File: src/sv/ptsp_pkg.sv
`default_nettype none

package ptsp_pkg;

    // Field widths of the channels.
    localparam int PULSE_W     = 11;
    localparam int DEG_W       = 8;
    localparam int TILT_W      = 7;
    localparam int CFG_IDX_W   = 3;

    // Item kinds.
    localparam logic CMD_MESSAGE = 1'b0;
    localparam logic CMD_TICK    = 1'b1;

    // Tilt commands carried by a controller message.
    localparam logic [1:0] TILT_UP   = 2'd0;
    localparam logic [1:0] TILT_DOWN = 2'd1;
    localparam logic [1:0] TILT_WAVE = 2'd2;
    localparam logic [1:0] TILT_HOLD = 2'd3;

    // Configuration register indexes.
    localparam logic [CFG_IDX_W-1:0] REG_PAN_MIN  = 3'd0;
    localparam logic [CFG_IDX_W-1:0] REG_PAN_MAX  = 3'd1;
    localparam logic [CFG_IDX_W-1:0] REG_TILT_MIN = 3'd2;
    localparam logic [CFG_IDX_W-1:0] REG_TILT_MAX = 3'd3;

    // Register reset values.
    localparam logic [PULSE_W-1:0] PAN_MIN_RESET  = 11'd32;
    localparam logic [PULSE_W-1:0] PAN_MAX_RESET  = 11'd270;
    localparam logic [PULSE_W-1:0] TILT_MIN_RESET = 11'd50;
    localparam logic [PULSE_W-1:0] TILT_MAX_RESET = 11'd250;

    // Tilt limits and reset positions.
    localparam logic [TILT_W-1:0] TILT_HIGH  = 7'd110;
    localparam logic [TILT_W-1:0] TILT_LOW   = 7'd70;
    localparam logic [TILT_W-1:0] TILT_RESET = 7'd90;
    localparam logic [DEG_W-1:0]  PAN_RESET  = 8'd90;

    // Smoothing factor 6554/65536 with rounding away from zero.
    localparam int               ALPHA_W     = 13;
    localparam logic [ALPHA_W-1:0] ALPHA_NUM = 13'd6554;
    localparam int               ALPHA_SHIFT = 16;
    localparam logic [ALPHA_SHIFT-1:0] ALPHA_ROUND = 16'hFFFF;

    // Division by 180 as multiplication by ceil(2^28 / 180), exact for
    // dividends below 2^19.
    localparam int               DIVIDEND_W  = 19;
    localparam int               RECIP_W     = 21;
    localparam int               RECIP_SHIFT = 28;
    localparam logic [RECIP_W-1:0] RECIP_180 = 21'd1491309;
    localparam int               QUOT_W      = 12;

    localparam logic [PULSE_W-1:0] PULSE_LIMIT = 11'd2000;

    // Sequencer states.
    typedef enum logic [2:0] {
        ST_IDLE,
        ST_STEP_MUL,
        ST_STEP_APPLY,
        ST_PAN_MUL,
        ST_PAN_DIV,
        ST_TILT_MUL,
        ST_TILT_DIV,
        ST_DONE
    } ptsp_state_t;

    // Tilt state as updated by a controller message.
    typedef struct packed {
        logic [TILT_W-1:0] position;
        logic              wave_up;
    } ptsp_tilt_t;

endpackage

`default_nettype wire

File: src/sv/ptsp_if.sv
`default_nettype none

// Input item channel.
interface ptsp_in_if import ptsp_pkg::*; ();
    logic             valid;
    logic             ready;
    logic             command;
    logic [DEG_W-1:0] pan_target;
    logic [1:0]       tilt_command;

    modport source (output valid, command, pan_target, tilt_command, input ready);
    modport sink   (input valid, command, pan_target, tilt_command, output ready);
endinterface

// Result item channel.
interface ptsp_out_if import ptsp_pkg::*; ();
    logic               valid;
    logic               ready;
    logic [PULSE_W-1:0] pan_pulse;
    logic [PULSE_W-1:0] tilt_pulse;

    modport source (output valid, pan_pulse, tilt_pulse, input ready);
    modport sink   (input valid, pan_pulse, tilt_pulse, output ready);
endinterface

// Configuration write channel.
interface ptsp_cfg_if import ptsp_pkg::*; ();
    logic                 valid;
    logic                 ready;
    logic [CFG_IDX_W-1:0] index;
    logic [PULSE_W-1:0]   data;

    modport source (output valid, index, data, input ready);
    modport sink   (input valid, index, data, output ready);
endinterface

`default_nettype wire

File: src/sv/ptsp_mul.sv
`default_nettype none

module ptsp_mul #(
    parameter int A_W = 24,
    parameter int B_W = 21
) (
    input  wire logic               clk,
    input  wire logic               en,
    input  wire logic [A_W-1:0]     a,
    input  wire logic [B_W-1:0]     b,
    output logic [A_W+B_W-1:0]      prod_reg
);

    logic [A_W+B_W-1:0] prod_next;

    // Full-width unsigned product of the selected operands.
    always_comb
    begin
        prod_next = {{B_W{1'b0}}, a} * {{A_W{1'b0}}, b};
    end

    // The product is registered before anything else uses it.
    always_ff @(posedge clk)
    begin
        if (en)
        begin
            prod_reg <= prod_next;
        end
    end

endmodule

`default_nettype wire

File: src/sv/ptsp_tilt.sv
`default_nettype none

module ptsp_tilt import ptsp_pkg::*; (
    input  wire logic [TILT_W-1:0] position,
    input  wire logic              wave_up,
    input  wire logic [1:0]        tilt_command,
    output ptsp_tilt_t             tilt_next
);

    logic [TILT_W-1:0] stepped;

    // One wave step in the current direction.
    always_comb
    begin
        stepped = wave_up ? position + 7'd1 : position - 7'd1;
    end

    // Apply the tilt command; up and down stop at their limits, a wave step
    // reverses once it reaches either limit.
    always_comb
    begin
        tilt_next.position = position;
        tilt_next.wave_up  = wave_up;
        unique case (tilt_command)
            TILT_UP:
            begin
                if (position < TILT_HIGH)
                begin
                    tilt_next.position = position + 7'd1;
                end
            end
            TILT_DOWN:
            begin
                if (position > TILT_LOW)
                begin
                    tilt_next.position = position - 7'd1;
                end
            end
            TILT_WAVE:
            begin
                tilt_next.position = stepped;
                if (stepped >= TILT_HIGH || stepped <= TILT_LOW)
                begin
                    tilt_next.wave_up = ~wave_up;
                end
            end
            TILT_HOLD:
            begin
                tilt_next.position = position;
            end
            default:
            begin
                tilt_next.position = position;
            end
        endcase
    end

endmodule

`default_nettype wire

File: src/sv/pan_tilt_servo_pwm_controller_unit.sv
// A controller message is taken only while the sequencer is idle and gives no result.
// A tick runs STEP_MUL, STEP_APPLY, PAN_MUL, PAN_DIV, TILT_MUL, TILT_DIV and DONE,
// where its result enters the output register; the five products it needs go one
// after another through one shared multiplier, and no item is taken until idle again.
// A waiting result stops the input only once a second tick has finished behind it.
// Reset (asynchronous, active low) restores pan 90.0, goal 90, tilt 90, wave up.
`default_nettype none

module pan_tilt_servo_pwm_controller_unit import ptsp_pkg::*; #(
    parameter int POSITION_FRAC_BITS = 16
) (
    input  wire logic   clk,
    input  wire logic   rst_n,
    ptsp_in_if.sink     item,
    ptsp_out_if.source  result,
    ptsp_cfg_if.sink    cfg
);

    localparam int POS_W   = 8 + POSITION_FRAC_BITS;
    localparam int MUL_A_W = (POS_W > DIVIDEND_W) ? POS_W : DIVIDEND_W;
    localparam int MUL_B_W = RECIP_W;
    localparam int PROD_W  = MUL_A_W + MUL_B_W;

    ptsp_state_t state_reg, state_next;

    logic [PULSE_W-1:0] pan_min_reg, pan_max_reg, tilt_min_reg, tilt_max_reg;
    logic [POS_W-1:0]   pos_reg;
    logic [DEG_W-1:0]   goal_reg;
    logic [TILT_W-1:0]  tilt_reg;
    logic               wave_up_reg;
    logic               step_down_reg;
    logic [PULSE_W-1:0] pan_res_reg;
    logic               out_valid_reg;
    logic [PULSE_W-1:0] out_pan_reg, out_tilt_reg;

    logic               item_fire;
    logic               cfg_fire;
    logic               mul_en;
    logic [MUL_A_W-1:0] mul_a;
    logic [MUL_B_W-1:0] mul_b;
    logic [PROD_W-1:0]  prod_reg;
    logic               load_out;
    ptsp_tilt_t         tilt_next;

    logic [POS_W-1:0]   goal_fx;
    logic               goal_below;
    logic [POS_W-1:0]   mag;
    logic [PROD_W:0]    round_sum;
    logic [POS_W-1:0]   step;
    logic [POS_W-1:0]   pos_next;
    logic [PULSE_W:0]   pan_diff, tilt_diff;
    logic               pan_neg, tilt_neg;
    logic [PULSE_W-1:0] pan_span, tilt_span;
    logic [QUOT_W-1:0]  quot;

    // Saturated pulse width from the lower bound and the signed quotient.
    function automatic logic [PULSE_W-1:0] pulse_finish(
        input logic [PULSE_W-1:0] lo,
        input logic [QUOT_W-1:0]  q,
        input logic               neg
    );
        logic signed [QUOT_W+1:0] qs;
        logic signed [QUOT_W+1:0] v;
        qs = $signed({2'b00, q});
        v  = $signed({3'b000, lo}) + (neg ? -qs : qs);
        if (v < 0)
        begin
            return '0;
        end
        else if (v > $signed({3'b000, PULSE_LIMIT}))
        begin
            return PULSE_LIMIT;
        end
        else
        begin
            return v[PULSE_W-1:0];
        end
    endfunction

    assign item_fire = item.valid && item.ready;
    assign cfg_fire  = cfg.valid && cfg.ready;
    assign cfg.ready = 1'b1;

    assign result.valid      = out_valid_reg;
    assign result.pan_pulse  = out_pan_reg;
    assign result.tilt_pulse = out_tilt_reg;

    // Smoothing step: distance to goal and the rounded-up tenth of it.
    always_comb
    begin
        goal_fx    = {goal_reg, {POSITION_FRAC_BITS{1'b0}}};
        goal_below = goal_fx < pos_reg;
        mag        = goal_below ? pos_reg - goal_fx : goal_fx - pos_reg;
        round_sum  = {1'b0, prod_reg} + (PROD_W + 1)'(ALPHA_ROUND);
        step       = round_sum[ALPHA_SHIFT +: POS_W];
        pos_next   = step_down_reg ? pos_reg - step : pos_reg + step;
    end

    // Spans between the pulse bounds, as sign and magnitude.
    always_comb
    begin
        pan_diff  = {1'b0, pan_max_reg} - {1'b0, pan_min_reg};
        tilt_diff = {1'b0, tilt_max_reg} - {1'b0, tilt_min_reg};
        pan_neg   = pan_diff[PULSE_W];
        tilt_neg  = tilt_diff[PULSE_W];
        pan_span  = pan_neg ? PULSE_W'(-pan_diff) : pan_diff[PULSE_W-1:0];
        tilt_span = tilt_neg ? PULSE_W'(-tilt_diff) : tilt_diff[PULSE_W-1:0];
        quot      = prod_reg[RECIP_SHIFT +: QUOT_W];
    end

    ptsp_tilt u_tilt (
        .position     (tilt_reg),
        .wave_up      (wave_up_reg),
        .tilt_command (item.tilt_command),
        .tilt_next    (tilt_next)
    );

    ptsp_mul #(
        .A_W (MUL_A_W),
        .B_W (MUL_B_W)
    ) u_mul (
        .clk      (clk),
        .en       (mul_en),
        .a        (mul_a),
        .b        (mul_b),
        .prod_reg (prod_reg)
    );

    // Sequencer next state.
    always_comb
    begin
        state_next = state_reg;
        unique case (state_reg)
            ST_IDLE:
            begin
                if (item_fire && item.command == CMD_TICK)
                begin
                    state_next = ST_STEP_MUL;
                end
            end
            ST_STEP_MUL:   state_next = ST_STEP_APPLY;
            ST_STEP_APPLY: state_next = ST_PAN_MUL;
            ST_PAN_MUL:    state_next = ST_PAN_DIV;
            ST_PAN_DIV:    state_next = ST_TILT_MUL;
            ST_TILT_MUL:   state_next = ST_TILT_DIV;
            ST_TILT_DIV:   state_next = ST_DONE;
            ST_DONE:
            begin
                if (!out_valid_reg || result.ready)
                begin
                    state_next = ST_IDLE;
                end
            end
            default:       state_next = ST_IDLE;
        endcase
    end

    // Sequencer outputs: multiplier operand selection and strobes.
    always_comb
    begin
        item.ready = 1'b0;
        mul_en     = 1'b0;
        mul_a      = '0;
        mul_b      = '0;
        load_out   = 1'b0;
        unique case (state_reg)
            ST_IDLE:
            begin
                item.ready = 1'b1;
            end
            ST_STEP_MUL:
            begin
                mul_en = 1'b1;
                mul_a  = MUL_A_W'(mag);
                mul_b  = MUL_B_W'(ALPHA_NUM);
            end
            ST_PAN_MUL:
            begin
                mul_en = 1'b1;
                mul_a  = MUL_A_W'(pos_reg[POS_W-1:POSITION_FRAC_BITS]);
                mul_b  = MUL_B_W'(pan_span);
            end
            ST_PAN_DIV, ST_TILT_DIV:
            begin
                mul_en = 1'b1;
                mul_a  = MUL_A_W'(prod_reg[DIVIDEND_W-1:0]);
                mul_b  = RECIP_180;
            end
            ST_TILT_MUL:
            begin
                mul_en = 1'b1;
                mul_a  = MUL_A_W'(tilt_reg);
                mul_b  = MUL_B_W'(tilt_span);
            end
            ST_DONE:
            begin
                load_out = !out_valid_reg || result.ready;
            end
            default:
            begin
                mul_en = 1'b0;
            end
        endcase
    end

    // State register.
    always_ff @(posedge clk or negedge rst_n)
    begin
        if (!rst_n)
        begin
            state_reg <= ST_IDLE;
        end
        else
        begin
            state_reg <= state_next;
        end
    end

    // Configuration registers.
    always_ff @(posedge clk or negedge rst_n)
    begin
        if (!rst_n)
        begin
            pan_min_reg  <= PAN_MIN_RESET;
            pan_max_reg  <= PAN_MAX_RESET;
            tilt_min_reg <= TILT_MIN_RESET;
            tilt_max_reg <= TILT_MAX_RESET;
        end
        else if (cfg_fire)
        begin
            unique case (cfg.index)
                REG_PAN_MIN:  pan_min_reg  <= cfg.data;
                REG_PAN_MAX:  pan_max_reg  <= cfg.data;
                REG_TILT_MIN: tilt_min_reg <= cfg.data;
                REG_TILT_MAX: tilt_max_reg <= cfg.data;
                default:      pan_min_reg  <= pan_min_reg;
            endcase
        end
    end

    // Servo state: messages update goal and tilt, a tick moves pan.
    always_ff @(posedge clk or negedge rst_n)
    begin
        if (!rst_n)
        begin
            pos_reg       <= {PAN_RESET, {POSITION_FRAC_BITS{1'b0}}};
            goal_reg      <= PAN_RESET;
            tilt_reg      <= TILT_RESET;
            wave_up_reg   <= 1'b1;
            step_down_reg <= 1'b0;
        end
        else
        begin
            if (item_fire && item.command == CMD_MESSAGE)
            begin
                goal_reg    <= item.pan_target;
                tilt_reg    <= tilt_next.position;
                wave_up_reg <= tilt_next.wave_up;
            end
            if (state_reg == ST_STEP_MUL)
            begin
                step_down_reg <= goal_below;
            end
            if (state_reg == ST_STEP_APPLY)
            begin
                pos_reg <= pos_next;
            end
        end
    end

    // Pan pulse is finished while the tilt product is formed.
    always_ff @(posedge clk)
    begin
        if (state_reg == ST_TILT_MUL)
        begin
            pan_res_reg <= pulse_finish(pan_min_reg, quot, pan_neg);
        end
    end

    // Output register: holds a result until its transfer.
    always_ff @(posedge clk or negedge rst_n)
    begin
        if (!rst_n)
        begin
            out_valid_reg <= 1'b0;
        end
        else if (load_out)
        begin
            out_valid_reg <= 1'b1;
        end
        else if (result.ready)
        begin
            out_valid_reg <= 1'b0;
        end
    end

    always_ff @(posedge clk)
    begin
        if (load_out)
        begin
            out_pan_reg  <= pan_res_reg;
            out_tilt_reg <= pulse_finish(tilt_min_reg, quot, tilt_neg);
        end
    end

    // A tick transfer always starts the smoothing multiply.
    assert property (@(posedge clk) disable iff (!rst_n)
        item_fire && item.command == CMD_TICK |=> state_reg == ST_STEP_MUL)
        else $error("tick did not start the sequence");

    // Tilt never leaves the band that a wave step can reach.
    assert property (@(posedge clk) disable iff (!rst_n)
        tilt_reg >= 7'd69 && tilt_reg <= 7'd111)
        else $error("tilt position out of range");

    // A smoothing step never carries the pan position past its goal.
    assert property (@(posedge clk) disable iff (!rst_n)
        state_reg == ST_STEP_APPLY |=>
            (step_down_reg ? pos_reg >= goal_fx : pos_reg <= goal_fx))
        else $error("pan position overshot its goal");

    // A result appears only at the end of the sequence.
    assert property (@(posedge clk) disable iff (!rst_n)
        $rose(out_valid_reg) |-> $past(state_reg == ST_DONE))
        else $error("result raised outside the final step");

endmodule

`default_nettype wire

File: src/flat_wrapper.sv
// flat-port wrapper written by rule: the top's interface ports become plain ports
module pan_tilt_servo_pwm_controller_unit_flat import ptsp_pkg::*;
#(
    parameter int POSITION_FRAC_BITS = 16
)
  (clk, rst_n, item_valid, item_command, item_pan_target, item_tilt_command, item_ready, result_valid, result_pan_pulse, result_tilt_pulse, result_ready, cfg_valid, cfg_index, cfg_data, cfg_ready);
  ptsp_in_if item_i ();
  ptsp_out_if result_i ();
  ptsp_cfg_if cfg_i ();
  input  wire logic clk;
  input  wire logic rst_n;
  input wire logic [$bits(item_i.valid)-1:0] item_valid;
  input wire logic [$bits(item_i.command)-1:0] item_command;
  input wire logic [$bits(item_i.pan_target)-1:0] item_pan_target;
  input wire logic [$bits(item_i.tilt_command)-1:0] item_tilt_command;
  output wire logic [$bits(item_i.ready)-1:0] item_ready;
  output wire logic [$bits(result_i.valid)-1:0] result_valid;
  output wire logic [$bits(result_i.pan_pulse)-1:0] result_pan_pulse;
  output wire logic [$bits(result_i.tilt_pulse)-1:0] result_tilt_pulse;
  input wire logic [$bits(result_i.ready)-1:0] result_ready;
  input wire logic [$bits(cfg_i.valid)-1:0] cfg_valid;
  input wire logic [$bits(cfg_i.index)-1:0] cfg_index;
  input wire logic [$bits(cfg_i.data)-1:0] cfg_data;
  output wire logic [$bits(cfg_i.ready)-1:0] cfg_ready;
  assign item_i.valid = item_valid;
  assign item_i.command = item_command;
  assign item_i.pan_target = item_pan_target;
  assign item_i.tilt_command = item_tilt_command;
  assign item_ready = item_i.ready;
  assign result_valid = result_i.valid;
  assign result_pan_pulse = result_i.pan_pulse;
  assign result_tilt_pulse = result_i.tilt_pulse;
  assign result_i.ready = result_ready;
  assign cfg_i.valid = cfg_valid;
  assign cfg_i.index = cfg_index;
  assign cfg_i.data = cfg_data;
  assign cfg_ready = cfg_i.ready;
  pan_tilt_servo_pwm_controller_unit #(.POSITION_FRAC_BITS(POSITION_FRAC_BITS)) u_core (.clk(clk), .rst_n(rst_n), .item(item_i), .result(result_i), .cfg(cfg_i));
endmodule
File: config.mk
export PLATFORM = sky130hd
export DESIGN_NAME = pan_tilt_servo_pwm_controller_unit_flat
export DESIGN_NICKNAME = d
export VERILOG_FILES = /design/src/sv/ptsp_pkg.sv /design/src/sv/ptsp_if.sv /design/src/sv/ptsp_mul.sv /design/src/sv/ptsp_tilt.sv /design/src/sv/pan_tilt_servo_pwm_controller_unit.sv /design/src/flat_wrapper.sv
export SDC_FILE = /design/constraint.sdc
export NUM_CORES = 1
export LEC_CHECK = 0
export ABC_AREA = 1
export BUFFER_PORTS_ARGS = -buffer_cell sky130_fd_sc_hd__clkbuf_2
export CAP_MARGIN = 20
export CORE_MARGIN = 1.5
export CORE_UTILIZATION = 53
export CTS_BUF_LIST = sky130_fd_sc_hd__clkbuf_4
export DETAILED_ROUTE_END_ITERATION = 10
export PLACE_DENSITY_LB_ADDON = 0.08
export SLEW_MARGIN = 25
export SYNTH_ARGS = -nofsm -noshare
export SYNTH_HDL_FRONTEND = slang
export SYNTH_SLANG_ARGS = --single-unit
File: constraint.sdc
create_clock -name clk -period 19.3 [get_ports clk]
set_input_delay 0 -clock clk [delete_from_list [all_inputs] [get_ports clk]]
set_output_delay 0 -clock clk [all_outputs]
set_load 0.03 [all_outputs]
==> out/qor.csv, run 1 <==
metric;value;unit
synth unique cells;62;
Async SR Flop Fraction;0.549;
top cells by area, synth;fa_1, inv_1, ha_1;
Total GRT Usage;0.320;
hold_buf cts;65;
Synth top area share;0.255;
drt via density;5.21;
Post-CTS Setup Bufs;0;
CTS Root Cell;clkbuf_4;
TritonCTS clock tree;done;
hold_ws;0.0815;ns
drt pass-1 iters;5;
io pins;55;
most frequent cells in the layout;inv_1, nand2_1, fa_1;
Final Slew Violations;0;
Worst Path Arrival;9.88;ns
fin crit share;0.484;
DRC violations left;0;
Area after DPL;28400;sq um
YS warnings;0;
max_cap viols;0;
total CTS buffers;17;
clk slew on worst S/H paths;0.17;ns
Seq/Total Area, Yosys;0.164;
grt total ovfl;0;
CP most frequent cell;inv_1;
# clock sinks;162;
crit path launch type;flop;
wire per inst;18.5;um
fraction of layout cells with a size suffix above 1;0.0706;
Slowest-stage cell, CP;inv_1;
latest clock arrival within the worst-skew pair;0.76;ns
# rows;82;
relative slew slack;0.330;
first-pass GRT wire length;128;mm
clk_skew;0.0351;ns
grt met1 use;0.415;
Die W;229;um
RSZ-0062 raised after global routing;false;
Post-Syn Area per Cell;7.80;sq um
post-synth top area cell;fa_1;
pre-CTS WS;10.05;ns
RePlAce Congestion;0.960;
CP peak stage delay;0.65;ns
Max Fclk;107;MHz
number of flops mapped to enable cells by yosys;73;
Initial Util;0.539;
PortBufs;53;
core area;50400;sq um
clock tree buffer depth;2;
setup TNS;0;ns
GRT busiest layer;met2;
synthesis-stage register bit count;162;
Worst Setup End Kind;flop;
largest net degree at the start of global routing;65;
Tightest Pin Transition;1.01;ns
mapped cell area;27200;sq um
Final nets;4290;
CTS H-Tree Depth;4;
final instance area;29400;sq um
cell count after synthesis;3484;
DRT iter0 DRCs;1683;
Buf+Inv Stages, Crit Path;7;
highest net fanout along the worst path;21;
Die Height;229;um
GR Layer Usage met2;0.548;
die area;52600;sq um
critical path class;reg2reg;
Final HPWL DP;68.7;mm
Final ANT Viol Nets;0;
fill count;4759;
GR Util met3;0.0366;
setup violators final;0;
initial antenna violation count;3;
Hold Path Class;in2reg;
Area growth syn-to-layout;8.31;%
Vias;22600;
commonest non-fill, non-tap cell in the layout;inv_1;
status;finished, final reports clean;
multi-input logic area;19200;sq um
WL final;80.4;mm
Worst Path Required;19.84;ns
FF+latch area;4450;sq um
PnR worst setup slack;9.95;ns
ys flop type;edfxtp_1;
crit-path leading delay family;adder cells;
vias in the first global route;23500;
post-layout min period;9.35;ns
max reg flops;40;
Final Hold Fails;0;
cts repair resizes;0;
## worst paths after layout
kind,depth (start not counted),start,slack (ns),to
max,33,u_core.pan_max_reg[8]$_DFFE_PN1P_,9.95,u_core.u_mul.prod_reg[28]$_DFFE_PP_
min,4,cfg_data[2],0.08,u_core.pan_max_reg[2]$_DFFE_PN1P_
max reg2reg,33,u_core.pan_max_reg[8]$_DFFE_PN1P_,9.95,u_core.u_mul.prod_reg[28]$_DFFE_PP_
min reg2reg,0,u_core.pan_res_reg[5]$_SDFFCE_PP0P_,0.44,u_core.result.pan_pulse[5]$_DFFE_PP_
max in group asynchronous,5,rst_n,18.31,u_core.tilt_reg[4]$_DFFE_PN1P_
min in group asynchronous,4,rst_n,0.27,u_core.tilt_min_reg[2]$_DFFE_PN0P_
## layout make-up
type	count	share of cell area
clock buffer	17	0.00434
multi-input combinational	2400	0.654
clock inverter	15	0.00570
antenna	4	0.000340
timing repair buffer	133	0.0361
inverter	940	0.120
sequential	162	0.151
tap	672	0.0286
## tightest hold or removal path: stages
cell and delay [ns]:
dlygate4sd3_1 0.53, clkbuf_2 0.10, inv_1 0.10, o21ai_0 0.11
## synthesized netlist by cell type (all sizes together) (2+ instances only)
cell / count
a211oi: 4
a21boi: 5
a21o: 17
a21oi: 146
a221o: 2
a221oi: 4
a31oi: 22
and2: 3
buf: 20
clkbuf: 26
clkinv: 3
conb: 2
dfrtp: 62
dfstp: 27
edfxtp: 73
fa: 346
ha: 260
inv: 937
nand2: 645
nand3: 145
nand3b: 8
nand4: 28
nor2: 269
nor3: 35
nor4: 7
o2111ai: 5
o211ai: 10
o21a: 2
o21ai: 200
o21bai: 6
o221ai: 3
o22ai: 6
o311ai: 2
o31ai: 6
or2: 9
xnor2: 39
xor2: 98
## kinds of logic (layout without fill, tap and decap cells)
| kind of cell | count (synthesis) | count (layout) | synth area share |
|---|---|---|---|
| and+or+nand+nor | 1149 | 1149 | 0.186 |
| buffers and inverters | 986 | 1105 | 0.138 |
| adders and majority gates | 606 | 606 | 0.375 |
| AOI/OAI and AO/OA | 442 | 442 | 0.0924 |
| DFF | 162 | 162 | 0.164 |
| xor gates and xnor gates | 137 | 137 | 0.0444 |
| other | 2 | 70 | 0.000276 |
## metal layers
metal,vias to the layer above,part of all wire
met5,-,0.00015
met4,2,0.037
met3,149,0.049
met2,612,0.49
met1,10900,0.43
li1,10900,-
## metrics by stage
| stage | std cells | utilization |
|---|---|---|
| 6_report | 4343 | 0.584 |
| 3_5_place_dp | 4241 | 0.564 |
| 2_1_floorplan | 3548 | - |
| 5_1_grt | 4343 | 0.584 |
| 3_3_place_gp | 4241 | 0.564 |
| 4_1_cts | 4338 | 0.583 |
Power of run 1 is not shown: default switching activity piles up to over one toggle a cycle in this logic, so the estimate is an artifact.
==> run 2, diff against run 1 <==
- ABC_AREA: 1 -> 0
- clock period: 19.3 -> 7.8 ns (I/O delays scaled with it)
==> run 2 against run 1 <==
  * The run now ends with negative setup slack left
  * Clock skew increased by 0.021 ns
  * Worst setup slack worse by 12 ns
  * First-iteration DRC count decreased by 11%
  * Via count grew 2.0%
  * Worst hold slack improved by 0.011 ns
  * Final cell count shrank 1.6%
  * Sequential cell count did not move
  * Maximum frequency down 0.13%
  * Synthesized cell count down 14%
  * Synthesized area fell by 2.6%
  * Utilization up 10 points
  * Critical endpoint is now u_core.u_mul.prod_reg[30]$_DFFE_PP_
==> out/qor.csv, run 2 <==
metric;value;unit
status;complete, but fails checks;
failing checks;negative setup slack;
critical path class;reg2reg;
setup TNS;-27.54;ns
crit path from;u_core.pos_reg[8]$_DFFE_PN0P_;
most frequent cells in the layout;inv_1, buf_4, fa_1;
CTS H-Tree Depth;4;
post-layout min period;9.36;ns
fin crit share;1.20;
die area;51300;sq um
Worst Setup End Kind;flop;
Initial Util;0.539;
Synth top area share;0.262;
mapped cell area;26500;sq um
Slowest-stage cell, CP;fa_1;
setup violators final;28;
RSZ-0062 raised after global routing;true;
Async SR Flop Fraction;0.549;
io pins;55;
commonest non-fill, non-tap cell in the layout;inv_1;
wire per inst;19.6;um
CTS Root Cell;clkbuf_4;
crit path launch type;flop;
core area;49200;sq um
Worst R2R Path Depth;34;
Die W;226;um
DRT iter0 DRCs;1502;
clk_skew;0.0561;ns
total CTS buffers;17;
Total GRT Usage;0.340;
RePlAce Congestion;0.952;
# rows;81;
Worst Path Arrival;9.87;ns
TritonCTS clock tree;done;
latest clock arrival within the worst-skew pair;0.79;ns
relative slew slack;0.303;
grt total ovfl;0;
PortBufs;53;
Vias;23100;
Tightest Pin Transition;1.04;ns
drt via density;5.40;
Final HPWL DP;69.4;mm
clk slew on worst S/H paths;0.20;ns
reg2reg setup slack;-1.56;ns
vias in the first global route;24000;
max reg flops;40;
CP peak stage delay;0.56;ns
clock tree buffer depth;2;
PnR worst setup slack;-1.56;ns
R2R Path End;u_core.u_mul.prod_reg[30]$_DFFE_PP_;
CP most frequent cell;fa_1;
post-synth top area cell;fa_1;
top cells by area, synth;fa_1, ha_1, inv_1;
ys flop type;edfxtp_1;
max_cap viols;0;
Area growth syn-to-layout;27.6;%
Area after DPL;31100;sq um
Post-synth top cells;inv_1, fa_1, nand2_1;
first-pass GRT wire length;131;mm
DRC violations left;0;
cell count after synthesis;2993;
Worst Path Required;8.31;ns
Post-Syn Area per Cell;8.85;sq um
drt pass-1 iters;6;
Seq/Total Area, Yosys;0.168;
RR Startpoint;u_core.pos_reg[8]$_DFFE_PN0P_;
synthesis-stage register bit count;162;
# clock sinks;162;
Max Fclk;107;MHz
largest net degree at the start of global routing;59;
number of flops mapped to enable cells by yosys;73;
YS warnings;0;
Final Slew Violations;0;
CP endpoint;u_core.u_mul.prod_reg[30]$_DFFE_PP_;
fraction of layout cells with a size suffix above 1;0.246;
Die Height;226;um
final instance area;33800;sq um
Final nets;4232;
synth unique cells;89;
critical hold path startpoint;cfg_data[5];
top-count cell post-synth;inv_1;
WL final;83.8;mm
highest net fanout along the worst path;7;
initial antenna violation count;2;
Final Hold Fails;0;
Hold Path Class;in2reg;
Final ANT Viol Nets;0;
run 2: what timing repair did:
item | CTS | global route
endpoints found under the setup margin | 31 | 32
pin swaps | 101 | 127
resized for setup | 152 | 122
buffers inserted | 34 | 32
hold buffers | 79 | 0
endpoints found under the hold margin | 158 | 0
run 2: worst min path at each step:
stage | to | slack, ns | cells after the start
floorplan | u_core.goal_reg[0]$_DFFE_PN0P_ | -0.30 | 0
global placement | u_core.tilt_min_reg[6]$_DFFE_PN0P_ | -0.03 | 1
detailed placement | u_core.tilt_min_reg[6]$_DFFE_PN0P_ | -0.03 | 1
CTS | u_core.tilt_max_reg[5]$_DFFE_PN1P_ | 0.002 | 3
global route | u_core.pan_max_reg[5]$_DFFE_PN0P_ | 0.06 | 3
finish | u_core.tilt_max_reg[5]$_DFFE_PN1P_ | 0.09 | 3
run 2: layout make-up:
type / instances / area, sq um
multi-input combinational: 2143 / 20800
fill: 3945 / 15400
timing repair buffer: 606 / 4810
sequential: 162 / 4450
inverter: 666 / 2500
tap: 664 / 831
clock inverter: 15 / 205
clock buffer: 17 / 128
antenna: 2 / 5.00
run 2: worst max-delay path, delay by kind of cell (launching register included):
kind                       cells  cell delay (ns)
adders and majority gates      8             3.82
AOI/OAI and AO/OA             11             2.32
and+or+nand+nor                6             1.71
buffers and inverters          8             0.66
DFF                            1             0.41
xor gates and xnor gates       1             0.18
run 2: per-layer routing:
| layer | GRT usage | part of all wire |
|---|---|---|
| met2 | 0.571 | 0.48 |
| met5 | 0 | 0 |
| met4 | 0.134 | 0.041 |
| met1 | 0.446 | 0.42 |
| met3 | 0.0450 | 0.053 |
run 2: metrics by stage:
step,setup WS (ns),hold slack [ns],util,instances
6_report,-1.56,0.0921,0.687,4275
2_1_floorplan,-1.20,-0.296,-,3057
4_1_cts,-1.38,0.00231,0.674,4255
3_3_place_gp,-1.48,-0.0336,0.632,4117
3_5_place_dp,-1.53,-0.0269,0.632,4117
5_1_grt,-1.77,0.0635,0.687,4275
run 2: cell families after synthesis:
family / count (synthesis) / share of synthesized area
AND/OR/NAND/NOR: 758 / 0.139
buffers and inverters: 752 / 0.109
adder cells (fa/ha/maj): 606 / 0.385
AO/OA/AOI/OAI: 497 / 0.123
XOR/XNOR: 180 / 0.0610
flip-flops: 162 / 0.168
multiplexers: 36 / 0.0149
other: 2 / 0.000284
Power of run 2 is left out for the same reason.
==> run 3, diff against run 2 <==
- SKIP_CTS_REPAIR_TIMING: unset -> 1
==> run 3 against run 2 <==
  * The run ends with design-rule violations, negative setup slack left
  * First-iteration DRC count rose by 10%
  * Sequential share of layout area rose by 0.10 points
  * Routed wire length fell by 0.15%
  * Die area did not move
  * Worst hold slack got worse by 0.073 ns
  * Clock skew rose by 0.0088 ns
  * Clock-buffer cell count did not move
  * Critical path type unchanged
  * Utilization fell by 0.53 points
  * Worst setup slack got worse by 0.019 ns
  * Sequential cell count did not move
  * Final cell count fell by 0.42%
  * Largest cell class unchanged
==> out/qor.csv, run 3 (synthesis results as in run 2) <==
metric;value;unit
RSZ-0062 raised after global routing;true;
fill count;3995;
Final HPWL DP;69.4;mm
Hold Path Class;in2reg;
PnR worst setup slack;-1.58;ns
latest clock arrival within the worst-skew pair;0.79;ns
Final ANT Viol Nets;0;
CP peak stage delay;0.56;ns
max reg flops;40;
hold_ws;0.0190;ns
critical hold path startpoint;item_valid;
Area growth syn-to-layout;26.6;%
Tightest Pin Transition;1.05;ns
relative slew slack;0.290;
# rows;81;
Area after DPL;31100;sq um
final core utilization;0.682;
# clock sinks;162;
drt pass-1 iters;9;
clk_skew;0.0648;ns
crit path from;u_core.pos_reg[8]$_DFFE_PN0P_;
fin crit share;1.20;
TritonCTS clock tree;done;
largest net degree at the start of global routing;59;
vias in the first global route;23100;
Total GRT Usage;0.331;
max_cap viols;0;
commonest non-fill, non-tap cell in the layout;inv_1;
setup violators final;29;
Max Fclk;107;MHz
Final nets;4214;
clk slew on worst S/H paths;0.19;ns
die area;51300;sq um
Final Slew Violations;0;
wire per inst;19.7;um
Worst Path Required;8.30;ns
PortBufs;53;
Worst Setup End Kind;flop;
most frequent cells in the layout;inv_1, buf_4, fa_1;
Final Hold Fails;0;
DRT iter0 DRCs;1658;
post-layout min period;9.38;ns
failing checks;design-rule violations, negative setup slack;
DRC violations left;4;
CP most frequent cell;fa_1;
first-pass GRT wire length;127;mm
final instance area;33500;sq um
CTS Root Cell;clkbuf_4;
Die W;226;um
Vias;22900;
core area;49200;sq um
drt via density;5.39;
Slowest-stage cell, CP;fa_1;
grt total ovfl;0;
fraction of layout cells with a size suffix above 1;0.247;
crit path launch type;flop;
highest net fanout along the worst path;7;
Initial Util;0.539;
reg2reg setup slack;-1.58;ns
Die Height;226;um
CTS H-Tree Depth;4;
critical path class;reg2reg;
io pins;55;
RR Startpoint;u_core.pos_reg[8]$_DFFE_PN0P_;
total CTS buffers;17;
status;complete, but fails checks;
RePlAce Congestion;0.952;
Worst Path Arrival;9.88;ns
initial antenna violation count;4;
WL final;83.7;mm
clock tree buffer depth;2;
-- run 3: critical path: cells and delay by family, from the launching register on --
kind	cells	cell delay, ns
AOI/OAI and AO/OA	10	2.00
xor gates and xnor gates	1	0.23
adders and majority gates	8	3.84
buffers and inverters	10	0.91
DFF	1	0.42
and+or+nand+nor	5	1.73
-- run 3: layer usage --
| layer | part of all wire | vias up | GRT usage |
|---|---|---|---|
| li1 | - | 10800 | - |
| met1 | 0.43 | 11300 | 0.441 |
| met2 | 0.48 | 661 | 0.547 |
| met3 | 0.050 | 151 | 0.0404 |
| met4 | 0.041 | 0 | 0.135 |
| met5 | 0 | - | 0 |
-- run 3: area by class of cell --
type	count	area, sq um	share of cell area
Sequential cell	162	4450	0.133
Inverter	666	2500	0.0747
Tap cell	664	831	0.0248
Multi-Input combinational cell	2143	20800	0.619
Timing Repair Buffer	588	4630	0.138
Clock inverter	15	205	0.00612
Antenna cell	2	5.00	0.000149
Clock buffer	17	128	0.00381
-- run 3: metrics by stage --
stage	instances	setup TNS (ns)	setup WS, ns
after CTS	4149	-33.35	-1.62
after global routing	4256	-36.35	-1.78
after global placement	4117	-29.82	-1.48
final	4257	-29.32	-1.58
after detailed placement	4117	-30.75	-1.53
after floorplan	3057	-14.06	-1.20
-- run 3: worst paths after layout --
check / end / cells past startpoint
max: u_core.u_mul.prod_reg[30]$_DFFE_PP_ / 34
min: u_core.wave_up_reg$_DFFE_PN1P_ / 5
max reg2reg: u_core.u_mul.prod_reg[30]$_DFFE_PP_ / 34
min reg2reg: u_core.result.pan_pulse[10]$_DFFE_PP_ / 0
max in group asynchronous: u_core.step_down_reg$_DFFE_PN0P_ / 4
min in group asynchronous: u_core.tilt_max_reg[5]$_DFFE_PN1P_ / 3
Power of run 3 is left out for the same reason.
